<file path="config.mk">
export PLATFORM = sky130hd
export DESIGN_NAME = utf8_byte_stream_decoder_top_flat
export DESIGN_NICKNAME = d
export VERILOG_FILES = /design/src/utf8d_pkg.sv /design/src/utf8d_byte_if.sv /design/src/utf8d_cp_if.sv /design/src/utf8d_in_stage.sv /design/src/utf8d_decode.sv /design/src/utf8d_out_stage.sv /design/src/utf8_byte_stream_decoder_top.sv /design/src/flat_wrapper.sv
export VERILOG_INCLUDE_DIRS = /design/src /design/src/src
export SDC_FILE = /design/constraint.sdc
export NUM_CORES = 1
export LEC_CHECK = 0
export ABC_CLOCK_PERIOD_IN_PS = 3700
export BUFFER_PORTS_ARGS = -buffer_cell sky130_fd_sc_hd__buf_2
export CAP_MARGIN = 20
export CORE_ASPECT_RATIO = 1.4
export CORE_MARGIN = 2
export CORE_UTILIZATION = 48
export CTS_CLUSTER_DIAMETER = 30
export CTS_CLUSTER_SIZE = 14
export DETAILED_ROUTE_END_ITERATION = 10
export HOLD_SLACK_MARGIN = 0.08
export PLACE_DENSITY = 0.78
export SLEW_MARGIN = 10
export SYNTH_ARGS = -nofsm -noshare
export SYNTH_HDL_FRONTEND = slang
export SYNTH_HIERARCHICAL = 1
export SYNTH_SLANG_ARGS = --single-unit
</file>
<file path="constraint.sdc">
create_clock -name clk -period 3.7 [get_ports clk]
set_clock_uncertainty 0.1 [all_clocks]
set_input_delay 0.555 -clock clk [delete_from_list [all_inputs] [get_ports clk]]
set_output_delay 0.555 -clock clk [all_outputs]
set_load 0.01 [all_outputs]
</file>
<file path="src/utf8_byte_stream_decoder_top_assert.svh">
// ----------------------------------------------------------------------------
// utf8 decoder assertion macros
// shared property forms for the decoder checks
// ----------------------------------------------------------------------------
`ifndef UTF8_BYTE_STREAM_DECODER_TOP_ASSERT_SVH
`define UTF8_BYTE_STREAM_DECODER_TOP_ASSERT_SVH

// antecedent implies consequent in the same cycle
`define UTF8D_ASSERT_SAME(label, clk, rst, ante, cons, msg) \
  label: assert property (@(posedge clk) disable iff (rst) (ante) |-> (cons)) \
    else $error(msg);

// antecedent implies consequent in the next cycle
`define UTF8D_ASSERT_NEXT(label, clk, rst, ante, cons, msg) \
  label: assert property (@(posedge clk) disable iff (rst) (ante) |=> (cons)) \
    else $error(msg);

`endif

</file>
<file path="src/utf8d_pkg.sv">
// ----------------------------------------------------------------------------
// utf8d_pkg
// types and constants shared by the utf8 byte stream decoder
// ----------------------------------------------------------------------------
package utf8d_pkg;

  localparam int BYTE_W = 8;
  localparam int CP_W   = 31;
  localparam int PAY_W  = 6;

  localparam logic [CP_W-1:0] REPLACEMENT_CP = CP_W'(63);

  // sequence length codes, none when no sequence is open
  typedef enum logic [2:0] {
    SEQ_NONE = 3'd0,
    SEQ_2    = 3'd2,
    SEQ_3    = 3'd3,
    SEQ_4    = 3'd4,
    SEQ_5    = 3'd5,
    SEQ_6    = 3'd6
  } seq_len_t;

  typedef struct packed {
    logic [BYTE_W-1:0] data_byte;
    logic              end_of_text;
  } byte_item_t;

  typedef struct packed {
    logic            emit;
    logic [CP_W-1:0] code_point;
  } result_t;

  // replace overlong forms and surrogates
  function automatic logic [CP_W-1:0] check_value(seq_len_t len, logic [CP_W-1:0] v);
    logic bad;
    bad = 1'b0;
    unique case (len)
      SEQ_2:   bad = (v[CP_W-1:7] == '0);
      SEQ_3:   bad = (v[CP_W-1:11] == '0) ||
                     ((v[CP_W-1:16] == '0) && (v[15:11] == 5'b11011));
      SEQ_4:   bad = (v[CP_W-1:16] == '0);
      SEQ_5:   bad = (v[CP_W-1:21] == '0);
      SEQ_6:   bad = (v[CP_W-1:26] == '0);
      default: bad = 1'b0;
    endcase
    return bad ? REPLACEMENT_CP : v;
  endfunction

endpackage

</file>
<file path="src/utf8d_byte_if.sv">
// ----------------------------------------------------------------------------
// utf8d_byte_if
// byte channel: valid/ready with one text byte and end-of-text flag
// ----------------------------------------------------------------------------
interface utf8d_byte_if import utf8d_pkg::*; ();
  logic              valid;
  logic              ready;
  logic [BYTE_W-1:0] data_byte;
  logic              end_of_text;

  modport source (output valid, output data_byte, output end_of_text, input ready);
  modport sink   (input valid, input data_byte, input end_of_text, output ready);
endinterface

</file>
<file path="src/utf8d_cp_if.sv">
// ----------------------------------------------------------------------------
// utf8d_cp_if
// code point channel: valid/ready with one decoded code point
// ----------------------------------------------------------------------------
interface utf8d_cp_if import utf8d_pkg::*; ();
  logic            valid;
  logic            ready;
  logic [CP_W-1:0] code_point;

  modport source (output valid, output code_point, input ready);
  modport sink   (input valid, input code_point, output ready);
endinterface

</file>
<file path="src/utf8d_in_stage.sv">
// ----------------------------------------------------------------------------
// utf8d_in_stage
// input register for the byte channel
// ----------------------------------------------------------------------------
module utf8d_in_stage import utf8d_pkg::*; (
  input  logic         clk,
  input  logic         rst,
  utf8d_byte_if.sink   byte_in,
  input  logic         free,
  output logic         fire,
  output byte_item_t   item
);

  logic       held;
  byte_item_t item_reg;

  assign fire          = held && free;
  assign byte_in.ready = !held || free;
  assign item          = item_reg;

  always_ff @(posedge clk) begin
    if (rst) begin
      held <= 1'b0;
    end else if (byte_in.ready) begin
      held <= byte_in.valid;
    end
  end

  always_ff @(posedge clk) begin
    if (byte_in.ready && byte_in.valid) begin
      item_reg.data_byte   <= byte_in.data_byte;
      item_reg.end_of_text <= byte_in.end_of_text;
    end
  end

endmodule

</file>
<file path="src/utf8d_decode.sv">
// ----------------------------------------------------------------------------
// utf8d_decode
// sequence state and one-byte decode step
// ----------------------------------------------------------------------------
`include "utf8_byte_stream_decoder_top_assert.svh"

module utf8d_decode import utf8d_pkg::*; (
  input  logic       clk,
  input  logic       rst,
  input  logic       fire,
  input  byte_item_t item,
  output result_t    res
);

  logic [2:0]      bytes_remaining, bytes_remaining_next;
  seq_len_t        sequence_length, sequence_length_next;
  logic [CP_W-1:0] accumulated_value, accumulated_value_next;
  logic [CP_W-1:0] shifted;
  logic [2:0]      rem_dec;
  logic [BYTE_W-1:0] b;

  assign b       = item.data_byte;
  assign shifted = {accumulated_value[CP_W-PAY_W-1:0], b[PAY_W-1:0]};
  assign rem_dec = bytes_remaining - 3'd1;

  always_comb begin
    bytes_remaining_next   = bytes_remaining;
    sequence_length_next   = sequence_length;
    accumulated_value_next = accumulated_value;
    res.emit       = 1'b0;
    res.code_point = CP_W'(b);
    if (bytes_remaining == 3'd0) begin
      priority if (!b[7]) begin
        res.emit = (b != '0);
      end else if (b[7:5] == 3'b110) begin
        sequence_length_next   = SEQ_2;
        bytes_remaining_next   = 3'd1;
        accumulated_value_next = CP_W'(b[4:0]);
      end else if (b[7:4] == 4'b1110) begin
        sequence_length_next   = SEQ_3;
        bytes_remaining_next   = 3'd2;
        accumulated_value_next = CP_W'(b[3:0]);
      end else if (b[7:3] == 5'b11110) begin
        sequence_length_next   = SEQ_4;
        bytes_remaining_next   = 3'd3;
        accumulated_value_next = CP_W'(b[2:0]);
      end else if (b[7:2] == 6'b111110) begin
        sequence_length_next   = SEQ_5;
        bytes_remaining_next   = 3'd4;
        accumulated_value_next = CP_W'(b[1:0]);
      end else if (b[7:1] == 7'b1111110) begin
        sequence_length_next   = SEQ_6;
        bytes_remaining_next   = 3'd5;
        accumulated_value_next = CP_W'(b[0]);
      end else begin
        // stray continuation, 0xfe or 0xff: dropped
        res.emit = 1'b0;
      end
    end else begin
      // continuation top bits are not checked
      accumulated_value_next = shifted;
      bytes_remaining_next   = rem_dec;
      if (rem_dec == 3'd0) begin
        res.emit               = 1'b1;
        res.code_point         = check_value(sequence_length, shifted);
        sequence_length_next   = SEQ_NONE;
        accumulated_value_next = '0;
      end
    end
    if (item.end_of_text) begin
      bytes_remaining_next   = 3'd0;
      sequence_length_next   = SEQ_NONE;
      accumulated_value_next = '0;
    end
  end

  always_ff @(posedge clk) begin
    if (rst) begin
      bytes_remaining   <= 3'd0;
      sequence_length   <= SEQ_NONE;
      accumulated_value <= '0;
    end else if (fire) begin
      bytes_remaining   <= bytes_remaining_next;
      sequence_length   <= sequence_length_next;
      accumulated_value <= accumulated_value_next;
    end
  end

  `UTF8D_ASSERT_SAME(a_open_has_len, clk, rst, bytes_remaining != 3'd0,
    (sequence_length != SEQ_NONE) && (bytes_remaining < sequence_length),
    "open sequence without a consistent length")
  `UTF8D_ASSERT_SAME(a_idle_no_len, clk, rst, bytes_remaining == 3'd0,
    (sequence_length == SEQ_NONE) && (accumulated_value == '0),
    "idle decoder holds stale sequence state")
  `UTF8D_ASSERT_NEXT(a_eot_clears, clk, rst, fire && item.end_of_text,
    bytes_remaining == 3'd0, "end of text left a sequence open")
  `UTF8D_ASSERT_SAME(a_cp_nonzero, clk, rst, fire && res.emit,
    res.code_point != '0, "zero code point emitted")

endmodule

</file>
<file path="src/utf8d_out_stage.sv">
// ----------------------------------------------------------------------------
// utf8d_out_stage
// result register for the code point channel
// ----------------------------------------------------------------------------
module utf8d_out_stage import utf8d_pkg::*; (
  input  logic        clk,
  input  logic        rst,
  input  logic        fire,
  input  result_t     res,
  utf8d_cp_if.source  cp_out,
  output logic        free
);

  logic            full;
  logic [CP_W-1:0] code_point;

  assign free              = !full || cp_out.ready;
  assign cp_out.valid      = full;
  assign cp_out.code_point = code_point;

  always_ff @(posedge clk) begin
    if (rst) begin
      full <= 1'b0;
    end else if (free) begin
      full <= fire && res.emit;
    end
  end

  always_ff @(posedge clk) begin
    if (free && fire && res.emit) begin
      code_point <= res.code_point;
    end
  end

endmodule

</file>
<file path="src/utf8_byte_stream_decoder_top.sv">
// ----------------------------------------------------------------------------
// utf8_byte_stream_decoder_top
// utf8 byte stream decoder, legacy six-byte form with 31-bit code points
// ----------------------------------------------------------------------------
//  channel   dir  payload                      width
//  byte_in   in   data_byte, end_of_text       8 + 1
//  cp_out    out  code_point                   31
//
//  one byte per clock unless cp_out stalls; a code point is valid on cp_out once
//  its last byte has passed input register, decode step and result register
//  rst is synchronous: the open sequence is dropped and both registers empty
//  cp_out stalls hold the result register and, once the input register is
//  also full, back-pressure byte_in; no bytes are lost
//  bytes that end no sequence give no item on cp_out
// ----------------------------------------------------------------------------
module utf8_byte_stream_decoder_top import utf8d_pkg::*; (
  input  logic       clk,
  input  logic       rst,
  utf8d_byte_if.sink byte_in,
  utf8d_cp_if.source cp_out
);

  logic       free;
  logic       fire;
  byte_item_t item;
  result_t    res;

  utf8d_in_stage u_in (
    .clk     (clk),
    .rst     (rst),
    .byte_in (byte_in),
    .free    (free),
    .fire    (fire),
    .item    (item)
  );

  utf8d_decode u_dec (
    .clk  (clk),
    .rst  (rst),
    .fire (fire),
    .item (item),
    .res  (res)
  );

  utf8d_out_stage u_out (
    .clk    (clk),
    .rst    (rst),
    .fire   (fire),
    .res    (res),
    .cp_out (cp_out),
    .free   (free)
  );

endmodule

</file>
<file path="src/flat_wrapper.sv">
// flat-port wrapper written by rule: the top's interface ports become plain ports
module utf8_byte_stream_decoder_top_flat import utf8d_pkg::*;
  (clk, rst, byte_in_valid, byte_in_data_byte, byte_in_end_of_text, byte_in_ready, cp_out_valid, cp_out_code_point, cp_out_ready);
  utf8d_byte_if byte_in_i ();
  utf8d_cp_if cp_out_i ();
  input  logic clk;
  input  logic rst;
  input wire logic [$bits(byte_in_i.valid)-1:0] byte_in_valid;
  input wire logic [$bits(byte_in_i.data_byte)-1:0] byte_in_data_byte;
  input wire logic [$bits(byte_in_i.end_of_text)-1:0] byte_in_end_of_text;
  output wire logic [$bits(byte_in_i.ready)-1:0] byte_in_ready;
  output wire logic [$bits(cp_out_i.valid)-1:0] cp_out_valid;
  output wire logic [$bits(cp_out_i.code_point)-1:0] cp_out_code_point;
  input wire logic [$bits(cp_out_i.ready)-1:0] cp_out_ready;
  assign byte_in_i.valid = byte_in_valid;
  assign byte_in_i.data_byte = byte_in_data_byte;
  assign byte_in_i.end_of_text = byte_in_end_of_text;
  assign byte_in_ready = byte_in_i.ready;
  assign cp_out_valid = cp_out_i.valid;
  assign cp_out_code_point = cp_out_i.code_point;
  assign cp_out_i.ready = cp_out_ready;
  utf8_byte_stream_decoder_top u_core (.clk(clk), .rst(rst), .byte_in(byte_in_i), .cp_out(cp_out_i));
endmodule
</file>
==> metrics <==
post-route setup slack=1065 ps; Wirelength per Cell=14.53 um; max-slew violation total from the final report=0; total congestion overflow=0; flops & latches, synth=73; via count=2351; max FFs per register=31; via count of the first global-routing pass=2159; most used cells in the layout excluding fill and tap cells=sky130_fd_sc_hd__nand2_1 (52), sky130_fd_sc_hd__buf_2 (45), sky130_fd_sc_hd__edfxtp_1 (40); end of the worst register-to-register path=u_core/u_dec/accumulated_value[1]; met2 Resource Use GR=31.19%; total negative slack=0 ps; Clock Tree Root=sky130_fd_sc_hd__clkbuf_8; sequential area share after synthesis=58.74%; Final Routed Wirelength=6145 um; endpoint kind of the worst setup timing path=flop; number of antenna violations at the first check in global routing=0; GRT met1 Usage=21.42%; final setup violating endpoints=0; critical-path maximum fanout=25; Top Ports=46; Std-Cell Rows=35; total clock buffers created by CTS=9; wire length of the first global-routing pass=10270 um; die boundary width=72.68 um; final cycle utilization of the critical path=71.22%; Max Buffers Root-to-Sink=2; register-to-register setup slack=1060 ps; global-route usage over all layers=18.79%; Pre-antenna DRT Iters=5; Floorplan Core Area=6481 sq um; deepest level of the CTS H-tree=3; effective utilization at floorplan=48.90%; outcome=completed; number of nets with antenna violations after routing=0; clock period minus worst slack=2635 ps; count of nets after finishing=360; yosys warns=6; kind of start point of the critical path=flop; max_cap viols=0; Final Hold Viols=0; largest cells by area after synthesis=sky130_fd_sc_hd__edfxtp_1 (38%), sky130_fd_sc_hd__dfxtp_1 (21%), sky130_fd_sc_hd__nand2_1 (6.2%), sky130_fd_sc_hd__a21oi_1 (5.7%), sky130_fd_sc_hd__nand3_1 (3.6%); end of the worst hold path=u_core/u_in/item[6]; hold path startpoint=byte_in_data_byte[5]; share of layout cells above drive strength 1=24.36%; number of hold-repair buffers added at the cts stage=0; Clk Latency, worst-skew pair=350 ps; clock transition time at the flip-flop clock pins of the worst setup and hold paths=70 ps; Max-Slew Margin vs Limit=34.32%; Mapped Avg Cell Area=10.43 sq um; quantity of gates resized following cts=0; Synth Instances=304; vias per cell=5.558; die area=7278 sq um; most common cell after layout, fill and taps aside=sky130_fd_sc_hd__nand2_1; post-layout utilization of the core=55.97%; setup repair after global routing missed its margin=false; met3 Usage GRT=5.723%; Leak Pwr=1.334 nW; layout-stage area growth over the synthesis result=14.45%; fraction of post-synthesis cell area in the top cell type by area=37.90%; largest vdd supply drop=0.3009 mV; total power consumption of the routed design=1.670 mW; RR Startpoint=u_core/u_dec/bytes_remaining[0]; routing layer with the top usage in global route=met2; Min-Delay Path Depth=1; TritonCTS clock tree=yes; Post CTS Setup Buffer Count=0; worst setup timing slack at the placement stage=1119 ps; Detail Placement HPWL=4121 um; maximum clock frequency=379.5 MHz; buffers added on ports=45; largest net degree at the start of global routing=35; initial drt markers=135; final estimated routing congestion in global placement=0.8550; TritonCTS Sinks=73; number of cells on the worst reg-to-reg path=7; Remaining DRCs=0; area leader, netlist=sky130_fd_sc_hd__edfxtp_1; Worst Max-Slew Pin Slew=985.1 ps; Required @ worst endpoint=3880 ps; height of the chip=100.1 um; Syn Std Cell Area=3169 sq um; number of nets produced by synthesis=320; final antenna diode count=0; total power divided by cell area=460.3 nW/um^2; Worst Setup Path Type=reg -> reg; classification of the worst-slack hold path=in -> reg; CP arrival=2810 ps; library cells used by synthesis=44
==> kinds of logic (layout without fill, tap and decap cells) <==
group                    after synthesis  count (layout)  share of synthesized area (%)
AO/OA/AOI/OAI                         70              70                          15.44
buffers and inverters                 26              71                          4.027
flip-flops                            73              73                          58.74
AND/OR/NAND/NOR                      132             132                          20.61
adder cells (fa/ha/maj)                3               3                          1.184
==> cells in the mapped netlist <==
cell,count
sky130_fd_sc_hd__a211oi_1,3
sky130_fd_sc_hd__ha_1,3
sky130_fd_sc_hd__and2_2,1
sky130_fd_sc_hd__or2_2,1
sky130_fd_sc_hd__nand3_1,23
sky130_fd_sc_hd__a32oi_1,1
sky130_fd_sc_hd__nand2_2,1
sky130_fd_sc_hd__nor4_1,3
sky130_fd_sc_hd__and2_4,1
sky130_fd_sc_hd__or4_1,4
sky130_fd_sc_hd__o21a_1,2
sky130_fd_sc_hd__a31o_2,1
sky130_fd_sc_hd__nand2_1,52
sky130_fd_sc_hd__nand4_1,4
sky130_fd_sc_hd__a211o_1,1
sky130_fd_sc_hd__o22ai_2,2
sky130_fd_sc_hd__nor2_1,21
sky130_fd_sc_hd__buf_1,2
sky130_fd_sc_hd__clkbuf_1,8
sky130_fd_sc_hd__or3_4,1
sky130_fd_sc_hd__buf_6,3
sky130_fd_sc_hd__a21oi_1,36
sky130_fd_sc_hd__o2111ai_1,2
sky130_fd_sc_hd__nand2b_1,4
sky130_fd_sc_hd__o21ai_0,6
sky130_fd_sc_hd__o21bai_1,1
sky130_fd_sc_hd__dfxtp_1,33
sky130_fd_sc_hd__a31oi_1,2
sky130_fd_sc_hd__o31ai_4,1
sky130_fd_sc_hd__and2_1,6
sky130_fd_sc_hd__nor2b_4,1
sky130_fd_sc_hd__a21o_2,6
sky130_fd_sc_hd__edfxtp_1,40
sky130_fd_sc_hd__o41ai_2,1
sky130_fd_sc_hd__buf_2,6
sky130_fd_sc_hd__o41ai_1,1
sky130_fd_sc_hd__or3_1,1
sky130_fd_sc_hd__nor3_1,4
sky130_fd_sc_hd__inv_1,7
sky130_fd_sc_hd__a2111oi_4,1
sky130_fd_sc_hd__a21oi_2,2
sky130_fd_sc_hd__or4b_1,2
sky130_fd_sc_hd__nand2b_4,2
sky130_fd_sc_hd__o31a_1,1
==> cell type report <==
type                    instances  area [sq um]
fillers                       576          2854
clock inverters                 6         81.33
repair buffers                 48         247.7
inverters                       7         26.28
clock buffers                  10         137.6
well taps                      74         92.59
multi-input cells             205          1180
flip-flops and latches         73          1862
==> worst max-delay path, stage by stage (launching register included) <==
cell and delay [ps]:
sky130_fd_sc_hd__dfxtp_1 380, sky130_fd_sc_hd__inv_1 80, sky130_fd_sc_hd__ha_1 240, sky130_fd_sc_hd__nand2b_1 260
sky130_fd_sc_hd__a31o_2 250, sky130_fd_sc_hd__o31a_1 820, sky130_fd_sc_hd__o2111ai_1 240, sky130_fd_sc_hd__a21oi_1 190
==> routing by layer <==
metal  vias to the layer above  part of all wire [%]
met5                         -                     0
met4                         0                   3.2
met3                        14                   4.4
met2                        75                    53
met1                      1090                    40
li1                       1172                     -
==> power breakdown <==
part / switching (mW) / leakage, nW / internal, mW / total (mW)
Clock: 0.287 / 0.110 / 0.393 / 0.680
Sequential: 0.0163 / 0.642 / 0.874 / 0.890
Combinational: 0.0644 / 0.582 / 0.0351 / 0.0995
Total: 0.368 / 1.33 / 1.30 / 1.67
==> worst max path at each step <==
stage | depth (start not counted) | endpoint | slack [ps] | start
floorplan | 8 | u_core/u_out/cp_out.code_point[0] | 1470 | u_core/u_dec/bytes_remaining[0]
global placement | 6 | u_core/u_out/cp_out.code_point[12] | 1180 | u_core/u_dec/accumulated_value[15]
CTS | 7 | u_core/u_out/cp_out.code_point[20] | 1100 | u_core/u_dec/bytes_remaining[0]
detailed placement | 7 | u_core/u_out/cp_out.code_point[19] | 1120 | u_core/u_dec/bytes_remaining[0]
finish | 7 | u_core/u_dec/accumulated_value[1] | 1060 | u_core/u_dec/bytes_remaining[0]
global route | 7 | u_core/u_dec/accumulated_value[1] | 850 | u_core/u_dec/bytes_remaining[0]
==> stage by stage <==
stage / std cells / cell area, sq um / hold WS, ps
floorplan: 304 / 3169 / 334.7
global placement: 407 / 3408 / 343.4
detailed placement: 407 / 3408 / 348.8
CTS: 423 / 3627 / 263.7
global route: 423 / 3627 / 252.5
finish: 423 / 3627 / 280.5
No activity file was read; power rests on OpenSTA's default activity.
